### config.mk
export PLATFORM = sky130hd
export DESIGN_NAME = imu_frame_decoder_flat
export DESIGN_NICKNAME = d
export VERILOG_FILES = /design/src/rtl/core/imufd_pkg.sv /design/src/rtl/core/imufd_byte_if.sv /design/src/rtl/core/imufd_result_if.sv /design/src/rtl/core/imufd_parser.sv /design/src/rtl/core/imufd_scaler.sv /design/src/rtl/core/imu_frame_decoder.sv /design/src/flat_wrapper.sv
export VERILOG_INCLUDE_DIRS = /design/src /design/src/rtl/core
export SDC_FILE = /design/constraint.sdc
export NUM_CORES = 2
export LEC_CHECK = 0
export BUFFER_PORTS_ARGS = -buffer_cell sky130_fd_sc_hd__buf_2
export CORE_MARGIN = 2
export CORE_UTILIZATION = 25
export DETAILED_ROUTE_END_ITERATION = 16
export HOLD_SLACK_MARGIN = 0.1
export PLACE_DENSITY = 0.46
export SYNTH_ARGS = -nofsm -noshare
export SYNTH_HDL_FRONTEND = slang
export SYNTH_SLANG_ARGS = --single-unit
### constraint.sdc
create_clock -name clk -period 8.05 [get_ports clk]
set_input_delay 0 -clock clk [delete_from_list [all_inputs] [get_ports clk]]
set_output_delay 0 -clock clk [all_outputs]
set_load 0.005 [all_outputs]
### src/rtl/core/imu_frame_decoder_macros.svh
// Assertion macros used by the IMU frame decoder top level.
`ifndef IMU_FRAME_DECODER_MACROS_SVH
`define IMU_FRAME_DECODER_MACROS_SVH

`ifndef SYNTH

// Same-cycle implication
`define IMUFD_ASSERT_NOW(label, clk_sig, rst_n_sig, pre, post) \
	label: assert property (@(posedge clk_sig) disable iff (!rst_n_sig) (pre) |-> (post)) \
		else $error("imufd: same-cycle check failed");

// Next-cycle implication
`define IMUFD_ASSERT_NEXT(label, clk_sig, rst_n_sig, pre, post) \
	label: assert property (@(posedge clk_sig) disable iff (!rst_n_sig) (pre) |=> (post)) \
		else $error("imufd: next-cycle check failed");

`else

`define IMUFD_ASSERT_NOW(label, clk_sig, rst_n_sig, pre, post)
`define IMUFD_ASSERT_NEXT(label, clk_sig, rst_n_sig, pre, post)

`endif

`endif

### src/rtl/core/imufd_pkg.sv
// Constants and types shared by the IMU frame decoder modules.
package imufd_pkg;

	// Frame layout
	localparam logic [7:0] HDR_BYTE   = 8'h55;
	localparam logic [7:0] TYPE_ACCEL = 8'h51;
	localparam logic [7:0] TYPE_GYRO  = 8'h52;
	localparam logic [7:0] TYPE_ANGLE = 8'h53;
	localparam int         FRAME_LEN  = 11;
	localparam int         POS_W      = 4;
	localparam logic [POS_W-1:0] POS_HUNT = POS_W'(0);
	localparam logic [POS_W-1:0] POS_FIRST = POS_W'(1);
	localparam logic [POS_W-1:0] POS_CHECK = POS_W'(FRAME_LEN - 1);
	localparam int         STORE_DEPTH = FRAME_LEN - 2;

	// Result kinds
	localparam int         KIND_W     = 2;
	localparam logic [KIND_W-1:0] KIND_ACCEL = 2'd0;
	localparam logic [KIND_W-1:0] KIND_GYRO  = 2'd1;
	localparam logic [KIND_W-1:0] KIND_ANGLE = 2'd2;
	localparam logic [KIND_W-1:0] KIND_BAD   = 2'd3;

	// Field widths
	localparam int RAW_W   = 16;
	localparam int VALUE_W = 32;
	localparam int TEMP_W  = 26;
	localparam int SCALE_W = 24;

	// Scaling constants
	localparam logic [SCALE_W-1:0] SCALE_RESET = 24'd80336;
	localparam logic [SCALE_W-1:0] GYRO_MUL    = 24'd4000;
	localparam logic [SCALE_W-1:0] ANGLE_MUL   = 24'd360;
	localparam int PROD_W = RAW_W + SCALE_W + 1;
	localparam int ROUND_SHIFT = 8;
	localparam logic signed [PROD_W-1:0] ROUND_BIAS = PROD_W'(128);

	// raw*65536/100 == raw*16384/25; ceil(2^34/25) is exact for |raw| <= 32768
	localparam int RECIP_W = 30;
	localparam logic [RECIP_W-1:0] TEMP_RECIP = 30'd687194768;
	localparam int TPROD_W = RAW_W + RECIP_W;
	localparam int TEMP_SHIFT = 20;

	// APB register map
	localparam int APB_ADDR_W = 3;
	localparam int APB_DATA_W = 32;
	localparam logic [APB_ADDR_W-1:0] ADDR_ACCEL_SCALE = APB_ADDR_W'(0);

	typedef struct packed {
		logic [KIND_W-1:0]       kind;
		logic signed [RAW_W-1:0] raw_x;
		logic signed [RAW_W-1:0] raw_y;
		logic signed [RAW_W-1:0] raw_z;
		logic signed [RAW_W-1:0] raw_t;
	} raw_frame_t;

endpackage

### src/rtl/core/imufd_byte_if.sv
// Byte stream channel carrying received serial bytes.
interface imufd_byte_if;
	logic       valid;
	logic       ready;
	logic [7:0] rx_byte;

	modport source (output valid, output rx_byte, input ready);
	modport sink (input valid, input rx_byte, output ready);
endinterface

### src/rtl/core/imufd_result_if.sv
// Result channel carrying one scaled IMU sample.
interface imufd_result_if;
	logic                                  valid;
	logic                                  ready;
	logic [imufd_pkg::KIND_W-1:0]          frame_kind;
	logic signed [imufd_pkg::VALUE_W-1:0]  value_x;
	logic signed [imufd_pkg::VALUE_W-1:0]  value_y;
	logic signed [imufd_pkg::VALUE_W-1:0]  value_z;
	logic signed [imufd_pkg::TEMP_W-1:0]   temperature;

	modport source (output valid, output frame_kind, output value_x, output value_y,
		output value_z, output temperature, input ready);
	modport sink (input valid, input frame_kind, input value_x, input value_y,
		input value_z, input temperature, output ready);
endinterface

### src/rtl/core/imufd_parser.sv
// Byte-level frame parser: header hunt, byte capture, checksum and type check.
module imufd_parser (
	input  logic                   clk,
	input  logic                   arst_n,
	imufd_byte_if.sink             rx,
	output logic                   frm_valid,
	input  logic                   frm_ready,
	output imufd_pkg::raw_frame_t  frm
);

	logic [imufd_pkg::POS_W-1:0] pos_q;
	logic [7:0]                  sum_q;
	logic [7:0]                  store_q [imufd_pkg::STORE_DEPTH];
	logic                        v_s1;
	imufd_pkg::raw_frame_t       frm_s1;

	logic                        fire;
	logic                        at_check;
	logic                        kind_ok;
	logic [imufd_pkg::KIND_W-1:0] kind;
	logic                        good;

	// Stage 1 frees up when empty or when its frame moves on
	assign rx.ready = !v_s1 || frm_ready;
	assign fire     = rx.valid && rx.ready;
	assign at_check = (pos_q == imufd_pkg::POS_CHECK);

	// Frame type decode; oldest stored byte is frame byte 1
	always_comb begin
		unique case (store_q[imufd_pkg::STORE_DEPTH-1])
			imufd_pkg::TYPE_ACCEL: begin
				kind_ok = 1'b1;
				kind    = imufd_pkg::KIND_ACCEL;
			end
			imufd_pkg::TYPE_GYRO: begin
				kind_ok = 1'b1;
				kind    = imufd_pkg::KIND_GYRO;
			end
			imufd_pkg::TYPE_ANGLE: begin
				kind_ok = 1'b1;
				kind    = imufd_pkg::KIND_ANGLE;
			end
			default: begin
				kind_ok = 1'b0;
				kind    = imufd_pkg::KIND_BAD;
			end
		endcase
	end

	assign good = fire && at_check && (rx.rx_byte == sum_q) && kind_ok;

	// Byte position and running checksum
	always_ff @(posedge clk or negedge arst_n) begin
		if (!arst_n) begin
			pos_q <= imufd_pkg::POS_HUNT;
			sum_q <= 8'd0;
		end else if (fire) begin
			if (pos_q == imufd_pkg::POS_HUNT) begin
				if (rx.rx_byte == imufd_pkg::HDR_BYTE) begin
					pos_q <= imufd_pkg::POS_FIRST;
					sum_q <= rx.rx_byte;
				end
			end else if (at_check) begin
				// bad sum drops the frame; hunt resumes from the next byte
				pos_q <= imufd_pkg::POS_HUNT;
			end else begin
				pos_q <= pos_q + imufd_pkg::POS_W'(1);
				sum_q <= sum_q + rx.rx_byte;
			end
		end
	end

	// Frame bytes 1..9 shift in; byte 9 ends up at tap 0
	always_ff @(posedge clk) begin
		if (fire && (pos_q != imufd_pkg::POS_HUNT) && !at_check) begin
			store_q[0] <= rx.rx_byte;
			for (int i = 1; i < imufd_pkg::STORE_DEPTH; i++) begin
				store_q[i] <= store_q[i-1];
			end
		end
	end

	// Stage 1 valid
	always_ff @(posedge clk or negedge arst_n) begin
		if (!arst_n) begin
			v_s1 <= 1'b0;
		end else if (rx.ready) begin
			v_s1 <= good;
		end
	end

	// Stage 1 payload: little-endian axes
	always_ff @(posedge clk) begin
		if (good) begin
			frm_s1.kind  <= kind;
			frm_s1.raw_x <= {store_q[6], store_q[7]};
			frm_s1.raw_y <= {store_q[4], store_q[5]};
			frm_s1.raw_z <= {store_q[2], store_q[3]};
			frm_s1.raw_t <= {store_q[0], store_q[1]};
		end
	end

	assign frm_valid = v_s1;
	assign frm       = frm_s1;

endmodule

### src/rtl/core/imufd_scaler.sv
// Fixed-point scaling of a checked frame: product stage, then round and output register.
module imufd_scaler (
	input  logic                               clk,
	input  logic                               arst_n,
	input  logic                               frm_valid,
	output logic                               frm_ready,
	input  imufd_pkg::raw_frame_t              frm,
	input  logic [imufd_pkg::SCALE_W-1:0]      accel_scale,
	imufd_result_if.source                     result
);

	localparam int PW = imufd_pkg::PROD_W;
	localparam int RW = imufd_pkg::RAW_W;
	localparam int QW = imufd_pkg::TPROD_W - imufd_pkg::TEMP_SHIFT;

	logic                          v_s2;
	logic                          v_s3;
	logic                          ready_s2;
	logic                          ready_s3;

	logic [imufd_pkg::KIND_W-1:0]  kind_s2;
	logic signed [PW-1:0]          px_s2;
	logic signed [PW-1:0]          py_s2;
	logic signed [PW-1:0]          pz_s2;
	logic [imufd_pkg::TPROD_W-1:0] tprod_s2;
	logic                          tneg_s2;

	logic [imufd_pkg::KIND_W-1:0]          kind_s3;
	logic signed [imufd_pkg::VALUE_W-1:0]  vx_s3;
	logic signed [imufd_pkg::VALUE_W-1:0]  vy_s3;
	logic signed [imufd_pkg::VALUE_W-1:0]  vz_s3;
	logic signed [imufd_pkg::TEMP_W-1:0]   temp_s3;

	logic [imufd_pkg::SCALE_W-1:0] mul;
	logic signed [imufd_pkg::SCALE_W:0] mul_sgn;
	logic [RW-1:0]                 tmag;
	logic signed [PW-1:0]          rx_sum;
	logic signed [PW-1:0]          ry_sum;
	logic signed [PW-1:0]          rz_sum;
	logic signed [PW-1:0]          rx_shr;
	logic signed [PW-1:0]          ry_shr;
	logic signed [PW-1:0]          rz_shr;
	logic [QW-1:0]                 tq;
	logic signed [imufd_pkg::TEMP_W-1:0] tq_ext;

	// Per-stage flow control
	assign ready_s3  = !v_s3 || result.ready;
	assign ready_s2  = !v_s2 || ready_s3;
	assign frm_ready = ready_s2;

	// Multiplier operand by frame kind
	always_comb begin
		unique case (frm.kind)
			imufd_pkg::KIND_ACCEL: mul = accel_scale;
			imufd_pkg::KIND_GYRO:  mul = imufd_pkg::GYRO_MUL;
			default:               mul = imufd_pkg::ANGLE_MUL;
		endcase
	end
	assign mul_sgn = signed'({1'b0, mul});

	// Temperature magnitude; 0x8000 negates to 32768 as unsigned
	assign tmag = frm.raw_t[RW-1] ? RW'(-frm.raw_t) : frm.raw_t;

	// Valid bits
	always_ff @(posedge clk or negedge arst_n) begin
		if (!arst_n) begin
			v_s2 <= 1'b0;
			v_s3 <= 1'b0;
		end else begin
			if (ready_s2) v_s2 <= frm_valid;
			if (ready_s3) v_s3 <= v_s2;
		end
	end

	// Stage 2: products
	always_ff @(posedge clk) begin
		if (ready_s2 && frm_valid) begin
			kind_s2  <= frm.kind;
			px_s2    <= frm.raw_x * mul_sgn;
			py_s2    <= frm.raw_y * mul_sgn;
			pz_s2    <= frm.raw_z * mul_sgn;
			tprod_s2 <= tmag * imufd_pkg::TEMP_RECIP;
			tneg_s2  <= frm.raw_t[RW-1];
		end
	end

	// Accel: drop 8 fraction bits, round half up (floor of p + 128)
	assign rx_sum = px_s2 + imufd_pkg::ROUND_BIAS;
	assign ry_sum = py_s2 + imufd_pkg::ROUND_BIAS;
	assign rz_sum = pz_s2 + imufd_pkg::ROUND_BIAS;
	assign rx_shr = rx_sum >>> imufd_pkg::ROUND_SHIFT;
	assign ry_shr = ry_sum >>> imufd_pkg::ROUND_SHIFT;
	assign rz_shr = rz_sum >>> imufd_pkg::ROUND_SHIFT;

	// Temperature quotient, sign restored (truncation toward zero)
	assign tq     = tprod_s2[imufd_pkg::TPROD_W-1:imufd_pkg::TEMP_SHIFT];
	assign tq_ext = imufd_pkg::TEMP_W'(tq);

	// Stage 3: output register
	always_ff @(posedge clk) begin
		if (ready_s3 && v_s2) begin
			kind_s3 <= kind_s2;
			if (kind_s2 == imufd_pkg::KIND_ACCEL) begin
				vx_s3   <= rx_shr[imufd_pkg::VALUE_W-1:0];
				vy_s3   <= ry_shr[imufd_pkg::VALUE_W-1:0];
				vz_s3   <= rz_shr[imufd_pkg::VALUE_W-1:0];
				temp_s3 <= tneg_s2 ? -tq_ext : tq_ext;
			end else begin
				vx_s3   <= px_s2[imufd_pkg::VALUE_W-1:0];
				vy_s3   <= py_s2[imufd_pkg::VALUE_W-1:0];
				vz_s3   <= pz_s2[imufd_pkg::VALUE_W-1:0];
				temp_s3 <= '0;
			end
		end
	end

	assign result.valid       = v_s3;
	assign result.frame_kind  = kind_s3;
	assign result.value_x     = vx_s3;
	assign result.value_y     = vy_s3;
	assign result.value_z     = vz_s3;
	assign result.temperature = temp_s3;

endmodule

### src/rtl/core/imu_frame_decoder.sv
// IMU frame decoder top level: APB register, parser and scaler.
//
// Takes one received byte per transfer and may accept a byte in every clock cycle.
// It hunts for header 0x55, collects an 11-byte frame and checks the 8-bit sum;
// good acceleration, angular-rate and angle frames give one result, in Q16.16.
// A result passes three registers after the transfer of the frame's checksum byte:
// the parser's frame register, the register of the three axis multipliers (16 x
// 25 bits) and the temperature reciprocal multiplier, and the rounding and output
// register. Stalls on the result side fill these three registers before the byte
// side is held. accel_scale sits at APB address 0, bits 23:0, reset 80336; the
// user must write it only while no frame is in flight; the block does not enforce it.
`include "imu_frame_decoder_macros.svh"

module imu_frame_decoder (
	input  logic                              clk,
	input  logic                              arst_n,
	imufd_byte_if.sink                        rx,
	imufd_result_if.source                    result,
	input  logic                              psel,
	input  logic                              penable,
	input  logic                              pwrite,
	input  logic [imufd_pkg::APB_ADDR_W-1:0]  paddr,
	input  logic [imufd_pkg::APB_DATA_W-1:0]  pwdata,
	output logic [imufd_pkg::APB_DATA_W-1:0]  prdata,
	output logic                              pready
);

	logic [imufd_pkg::SCALE_W-1:0] scale_q;
	logic                          cfg_wr;
	logic                          cfg_hit;
	logic                          frm_valid;
	logic                          frm_ready;
	imufd_pkg::raw_frame_t         frm;

	// APB register: single word, decoded at addresses 0 to 3
	assign pready  = 1'b1;
	assign cfg_wr  = psel && penable && pwrite && pready;
	assign cfg_hit = (paddr[imufd_pkg::APB_ADDR_W-1:2] ==
		imufd_pkg::ADDR_ACCEL_SCALE[imufd_pkg::APB_ADDR_W-1:2]);

	always_ff @(posedge clk or negedge arst_n) begin
		if (!arst_n) begin
			scale_q <= imufd_pkg::SCALE_RESET;
		end else if (cfg_wr && cfg_hit) begin
			scale_q <= pwdata[imufd_pkg::SCALE_W-1:0];
		end
	end

	assign prdata = cfg_hit ? imufd_pkg::APB_DATA_W'(scale_q) : '0;

	// Byte parser
	imufd_parser u_parser (
		.clk       (clk),
		.arst_n    (arst_n),
		.rx        (rx),
		.frm_valid (frm_valid),
		.frm_ready (frm_ready),
		.frm       (frm)
	);

	// Scaling pipeline
	imufd_scaler u_scaler (
		.clk         (clk),
		.arst_n      (arst_n),
		.frm_valid   (frm_valid),
		.frm_ready   (frm_ready),
		.frm         (frm),
		.accel_scale (scale_q),
		.result      (result)
	);

	// Checks
	`IMUFD_ASSERT_NEXT(a_cfg_write, clk, arst_n, cfg_wr && cfg_hit, scale_q == $past(pwdata[imufd_pkg::SCALE_W-1:0]))
	`IMUFD_ASSERT_NEXT(a_frm_hold, clk, arst_n, frm_valid && !frm_ready, frm_valid && $stable(frm))
	`IMUFD_ASSERT_NOW(a_kind_legal, clk, arst_n, result.valid, result.frame_kind != imufd_pkg::KIND_BAD)
	`IMUFD_ASSERT_NOW(a_temp_zero, clk, arst_n, result.valid && (result.frame_kind != imufd_pkg::KIND_ACCEL), result.temperature == '0)

endmodule

### src/flat_wrapper.sv
// flat-port wrapper written by rule: the top's interface ports become plain ports
module imu_frame_decoder_flat 
  (clk, arst_n, psel, penable, pwrite, paddr, pwdata, prdata, pready, rx_valid, rx_rx_byte, rx_ready, result_valid, result_frame_kind, result_value_x, result_value_y, result_value_z, result_temperature, result_ready);
  imufd_byte_if rx_i ();
  imufd_result_if result_i ();
  input  logic clk;
  input  logic arst_n;
  input  logic psel;
  input  logic penable;
  input  logic pwrite;
  input  logic [imufd_pkg::APB_ADDR_W-1:0] paddr;
  input  logic [imufd_pkg::APB_DATA_W-1:0] pwdata;
  output logic [imufd_pkg::APB_DATA_W-1:0] prdata;
  output logic pready;
  input wire logic [$bits(rx_i.valid)-1:0] rx_valid;
  input wire logic [$bits(rx_i.rx_byte)-1:0] rx_rx_byte;
  output wire logic [$bits(rx_i.ready)-1:0] rx_ready;
  output wire logic [$bits(result_i.valid)-1:0] result_valid;
  output wire logic [$bits(result_i.frame_kind)-1:0] result_frame_kind;
  output wire logic [$bits(result_i.value_x)-1:0] result_value_x;
  output wire logic [$bits(result_i.value_y)-1:0] result_value_y;
  output wire logic [$bits(result_i.value_z)-1:0] result_value_z;
  output wire logic [$bits(result_i.temperature)-1:0] result_temperature;
  input wire logic [$bits(result_i.ready)-1:0] result_ready;
  assign rx_i.valid = rx_valid;
  assign rx_i.rx_byte = rx_rx_byte;
  assign rx_ready = rx_i.ready;
  assign result_valid = result_i.valid;
  assign result_frame_kind = result_i.frame_kind;
  assign result_value_x = result_i.value_x;
  assign result_value_y = result_i.value_y;
  assign result_value_z = result_i.value_z;
  assign result_temperature = result_i.temperature;
  assign result_i.ready = result_ready;
  imu_frame_decoder u_core (.clk(clk), .arst_n(arst_n), .rx(rx_i), .result(result_i), .psel(psel), .penable(penable), .pwrite(pwrite), .paddr(paddr), .pwdata(pwdata), .prdata(prdata), .pready(pready));
endmodule
After elaboration in Yosys (flattened, before gate mapping)

Memory sizes are Yosys's and may differ from the RTL's.
Cells that the tools add are included.
Widths: inputs -> output; s select.

Register bits: 394
Memory bits (writable): 72
Logic and storage cells: 86
Memories: 1

Memories:

| name                    | words | bits a word | rd ports | clocked after Yosys merged registers in | wr ports | line               | RTL |
|---|---|---|---|---|---|---|---|
| u_core.u_parser.store_q | 9     | 8           | 9        | 0                                       | 9        | imufd_parser.sv:13 | `logic [7:0] store_q [imufd_pkg::STORE_DEPTH];` |

Add/sub/neg operators: 7
Multiply operators: 4
Eq/ne operators: 9
Muxes and demuxes: 17
Bitwise operators: 1
Reduce and logical (&&, ||, !) cells: 25

Operators with widths:

| kind                   | number |
|---|---|
| $add 40x9->40 const B  | 3 |
| $mul 16x25->40         | 3 |
| $mux 32                | 3 |
| $pmux 24 s2            | 1 |
| $mul 16x26->42 const B | 1 |
| $eq 8x7->1 const B     | 4 |
| $mux 26                | 1 |
| $neg 26->26            | 1 |
| $mux 24                | 1 |
| $mux 8                 | 3 |
| $mux 16                | 1 |
| $neg 16->16            | 1 |
| $mux 4                 | 3 |
| $logic_and 1x1->1      | 11 |
| $add 8x8->8            | 1 |
| $eq 8x8->1             | 1 |
| $pmux 2 s3             | 1 |
| $add 4x1->4 const B    | 1 |
| $eq 4x4->1 const B     | 1 |
| $logic_not 1->1        | 4 |
| $logic_not 2->1        | 2 |
| $logic_not 4->1        | 1 |
| $ne 2x1->1 const B     | 2 |
| $reduce_bool 4->1      | 1 |
| other kinds (7)        | 11 |

Logic depth before layout (Yosys ltp)

Depth after elaboration: 9
Gate-level depth with buffers: 29
Mapped depth without buffers: 27

Cells and area by module

A second synthesis with hierarchy kept.

Cells, all modules: 6,432
Area, all modules: 62,489.9 µm²

Modules (own cells, without submodules):

| module            | times used | cells each | area an instance (µm²) |
|---|---|---|---|
| imufd_scaler      | 1          | 6,087      | 56,033.7 |
| imufd_parser      | 1          | 257        | 5,218.8 |
| imu_frame_decoder | 1          | 88         | 1,237.4 |

Worst setup path before layout

No wires, ideal clock.

Path kind: register -> register
From: register u_core.u_parser.frm_s1 (netlist bit u_core.u_parser.frm[65])
To: register u_core.u_scaler.pz_s2[38], data pin
Setup time: 280 ps
Data arrival time: 7,148 ps
Required time: 7,770 ps
Slack: 622 ps
Stages on the path, launching flop included: 30
Buffers on the path: 5
Cell sequence: edfxtp_1 > clkbuf_1 > nor2_1 > clkbuf_1 > and2_1 > clkbuf_1 > clkbuf_1 > nand2_1 > fa_1 > inv_1 > fa_1 > inv_1 > fa_1 > inv_1 > fa_1 > fa_1 > inv_1 > fa_1 > inv_1 > ha_1 > buf_2 > and4_1 > nand4_1 > o21ai_0 > o311a_1 > a2111oi_2 > nor3_1 > a211oi_2 > o31a_1 > o211ai_1

Cells in the longest elaborated chain, start to end: 3

Ends and longest elaborated chain:

| item                                          | line               | RTL |
|---|---|---|
| start: declaration                            | imufd_parser.sv:15 | `imufd_pkg::raw_frame_t frm_s1;` |
| $eq 2x1->1 or $logic_not 2->1 (tied branches) | imufd_scaler.sv:53 | `unique case (frm.kind)` |
| $pmux 24 s2 (*)                               | imufd_scaler.sv:53 |  |
| $mul 16x25->40 (*)                            | imufd_scaler.sv:81 | `pz_s2 <= frm.raw_z * mul_sgn;` |
| end signal: assignment                        | imufd_scaler.sv:81 |  |
| end: declaration                              | imufd_scaler.sv:24 | `logic signed [PW-1:0] pz_s2;` |

Mark *: on every way between the ends. The rest lies on a longest branch, timed or not.
A chain may end at the register's enable or synchronous reset.

Final worst setup path

From: register u_core.u_parser.frm_s1 (netlist bit u_core.u_parser.frm[65])
To: register u_core.u_scaler.pz_s2[39], data pin

Same word-level chain as after synthesis.

==> summary.txt <==
Logic synthesis
  – Synth Area in Adders: 44.7%
  – Post-synthesis sequential area ratio: 21.3%
  – Post-synthesis compound-gate area fraction: 5.19%
  – XOR/XNOR share of the synthesized area: 3.72%
  – Synth Instances: 6461
  – Largest family of logic cells by synthesized area: adder cells
  – Post-synth ARST share: 8.67%
  – EDFF count, synth: 411
  – Warnings, synthesis: 0
  – Post-synth cell types: 84
  – Mux share of post-synthesis cell area: 0.597%
  – Ys flop type: edfxtp_1
  – Synth Area per Inst: 9.70 um^2
  – Post-Syn Area: 0.0627 mm^2
  – Post-Synth Simple-Gate Area: 14.0%
  – Register bit count reported by yosys: 450

Power and ir drop
  – Power Density: 113 mW/mm^2
  – Worst vdd ir: 0.194 mV
  – Static Leak: 34.0 nW

Timing
  – Fmax: 131 MHz
  – Setup_tns: 0 ns
  – Fin. Hold Viols: 0
  – Relative slew slack: 10.8%
  – Final period util: 94.9%
  – Worst Max-Slew Pin Slew: 1.34 ns
  – RSZ-0062 raised after global routing: no
  – Min Clock Period, post-route: 7.64 ns
  – Worst Skew: 0.0911 ns
  – Setup-failing EPs final: 0
  – Final Max Slew Viols: 0

Global routing
  – First-pass GRT wire length: 289 mm
  – GR Util All Layers: 14.7%
  – Initial antenna violation count: 9
  – Vias in the first global route: 47500
  – Remaining Overflow, GRT: 0
  – Largest net degree at the start of global routing: 112

Floorplan
  – IO Count: 209
  – Die height: 505 um
  – Core area: 0.249 mm^2
  – Rows: 183
  – Starting Density: 25.2%
  – Die area: 0.255 mm^2
  – Die width: 505 um

Routing
  – DRT antenna net count: 0
  – Via-to-Cell Ratio: 4.40
  – DR WL/cell: 18.6 um
  – DRT iter0 DRCs: 2898
  – Final WL: 187 mm
  – First drt pass iteration count: 5
  – Residual DRC: 0
  – Total number of vias: 44300

Final layout
  – Layout Nets: 8350
  – Fraction of layout cells with a size suffix above 1: 7.96%
  – Most common cell after layout, fill and taps aside: inv_1
  – Non-filler cells in the finished layout: 10100
  – Area Overhead vs Synth: 13.7%
  – Most frequent cells in the layout: 1432 x inv_1, 1040 x fa_1, 888 x nand2_1

Critical path
  – Max Fanout on Critical Path: 11
  – Critical path capture point type: flop
  – CP Class: reg2reg
  – CP arrival: 8.14 ns
  – Worst setup path start: u_core.u_parser.frm[65]
  – Cells on worst reg2reg path: 25
  – Nature of the critical path startpoint: flop
  – R2r startpoint: u_core.u_parser.frm[65]
  – Critical Path RT: 8.55 ns

Worst hold path
  – Hold Startpoint: result_ready
  – Hold crit path type: in2reg
  – WHS Path Cells: 4

Flow run
  – Max Cap Viol: 0

Placed design
  – RD Place Congestion: 0.848
  – Detail Placement HPWL: 147 mm
  – Port Buffers: 189
  – Dpl cells: 9859

Clock tree
  – Root Driver: clkbuf_16
  – Clock Pin Slew Worst Setup and Hold Paths: 0.07 ns
  – Clock Tree Buf Depth: 3
  – Clock Sinks: 450
  – TritonCTS Buffers: 59
  – Latest clock arrival within the worst-skew pair: 0.76 ns
  – H-tree lvl count: 2
  – TritonCTS clock tree: yes

Status
  – Status: finished clean
-- Yosys cell counts, types with 19 or more instances --
cell type | n | area (um^2)
nand2b_1 | 19 | 119
xor2_1 | 126 | 1100
dfrtp_1 | 31 | 776
xnor2_1 | 140 | 1230
fa_1 | 1040 | 20800
nand3_1 | 72 | 360
a21oi_1 | 118 | 591
inv_1 | 1432 | 5380
a21o_1 | 68 | 510
ha_1 | 577 | 7220
mux2_2 | 27 | 304
nor2b_1 | 41 | 257
nand4_1 | 24 | 150
o21ai_1 | 21 | 105
nand2_1 | 888 | 3330
and2_1 | 188 | 1180
and3_1 | 319 | 2000
nor3_1 | 32 | 160
edfxtp_1 | 411 | 12300
a211oi_1 | 19 | 143
clkbuf_1 | 285 | 1070
o21ai_0 | 150 | 751
o31ai_1 | 20 | 150
nor2_1 | 183 | 687
-- stage by stage --
stage / hold WS, ns / power, mW / utilization, % / instance area [um^2] / worst slack (ns)
global route: 0.169 / 8.53 / 28.6 / 71300 / 0.00797
finish: 0.185 / 8.08 / 28.6 / 71300 / 0.412
floorplan: -0.296 / 4.38 / - / 62700 / 0.622
CTS: 0.134 / 8.21 / 28.6 / 71300 / 0.170
global placement: 0.188 / 5.21 / 27.4 / 68300 / 0.346
detailed placement: 0.195 / 5.23 / 27.4 / 68300 / 0.258
-- final timing paths --
check / end / slack (ns)
max: u_core.u_scaler.pz_s2[39] / 0.41
min: u_core.u_scaler.result.valid / 0.19
max reg2reg: u_core.u_scaler.pz_s2[39] / 0.41
min reg2reg: u_core.u_parser.frm[19] / 0.38
max in group asynchronous: u_core.scale_q[10] / 6.86
min in group asynchronous: u_core.scale_q[19] / 0.53
-- kinds of logic (layout without fill, tap and decap cells) --
logic type | after synthesis | after routing
buffers and inverters | 1738 | 2003
DFF | 450 | 450
other | 2 | 13
AOI/OAI and AO/OA | 514 | 514
xor gates and xnor gates | 266 | 266
and+or+nand+nor | 1840 | 1840
muxes | 34 | 34
adders and majority gates | 1617 | 1617
-- critical path, cell delays in order (launching register included) --
cell and delay, ns:
edfxtp_1 0.43, buf_4 0.23, or3_1 0.58, buf_4 0.29, and2_1 0.18, fa_1 0.53, inv_1 0.06, fa_1 0.42
inv_1 0.07, ha_1 0.15, inv_1 0.05, fa_1 0.47, inv_1 0.05, fa_1 0.52, inv_1 0.05, fa_1 0.48
inv_1 0.04, ha_1 0.34, a211o_1 0.31, o31a_1 0.31, o31ai_1 0.58, a21boi_1 0.24, a41o_1 0.35, a21o_1 0.21
o211a_1 0.22, a211oi_1 0.22
-- report_power, final --
group / total [mW] / internal, mW / switching (mW) / leakage, nW
sequential: 3.06 / 2.89 / 0.167 / 4.21
clock: 2.85 / 1.65 / 1.20 / 1.00
combinational: 2.17 / 0.851 / 1.32 / 28.8
-- cell type report --
class / count / area (um^2)
timing repair buffer: 460 / 3450
multi-input combinational: 4280 / 42900
clock inverter: 46 / 576
clock buffer: 65 / 1500
sequential: 450 / 13300
antenna: 4 / 10.0
tap: 3330 / 4170
inverter: 1432 / 5380
fill: 26400 / 178000
-- metal layers --
layer,track usage [%],share of wire [%]
met1,19.6,44
met2,24.9,48
met3,2.06,4.9
met4,4.20,3.0
met5,0,0
-- what timing repair did --
action | in CTS | in global routing
endpoints found under the setup margin | 0 | 5
endpoints found under the hold margin | 87 | 0
setup buffers | 0 | 4
hold buffers | 89 | 0
resized for setup | 0 | 1
-- registers in the layout, summed over array words and instances (netlist names) --
register / count
u_core.u_scaler.pz_s2: 40
u_core.u_scaler.result.value_x: 32
u_core.u_scaler.result.value_z: 32
u_core.u_scaler.v_s2: 1
u_core.scale_q: 24
u_core.u_scaler.result.temperature: 26
u_core.u_parser.pos_q: 4
u_core.u_scaler.py_s2: 40
u_core.u_scaler.tneg_s2: 1
u_core.u_parser.frm: 66
u_core.u_scaler.kind_s2: 2
u_core.u_scaler.result.value_y: 32
u_core.u_scaler.px_s2: 40
u_core.u_parser.frm_valid: 1
u_core.u_scaler.result.frame_kind: 2
u_core.u_parser.store_q: 72
u_core.u_scaler.result.valid: 1
u_core.u_scaler.tprod_s2: 26
u_core.u_parser.sum_q: 8
Note: power is estimated with default switching activity, not from simulation.
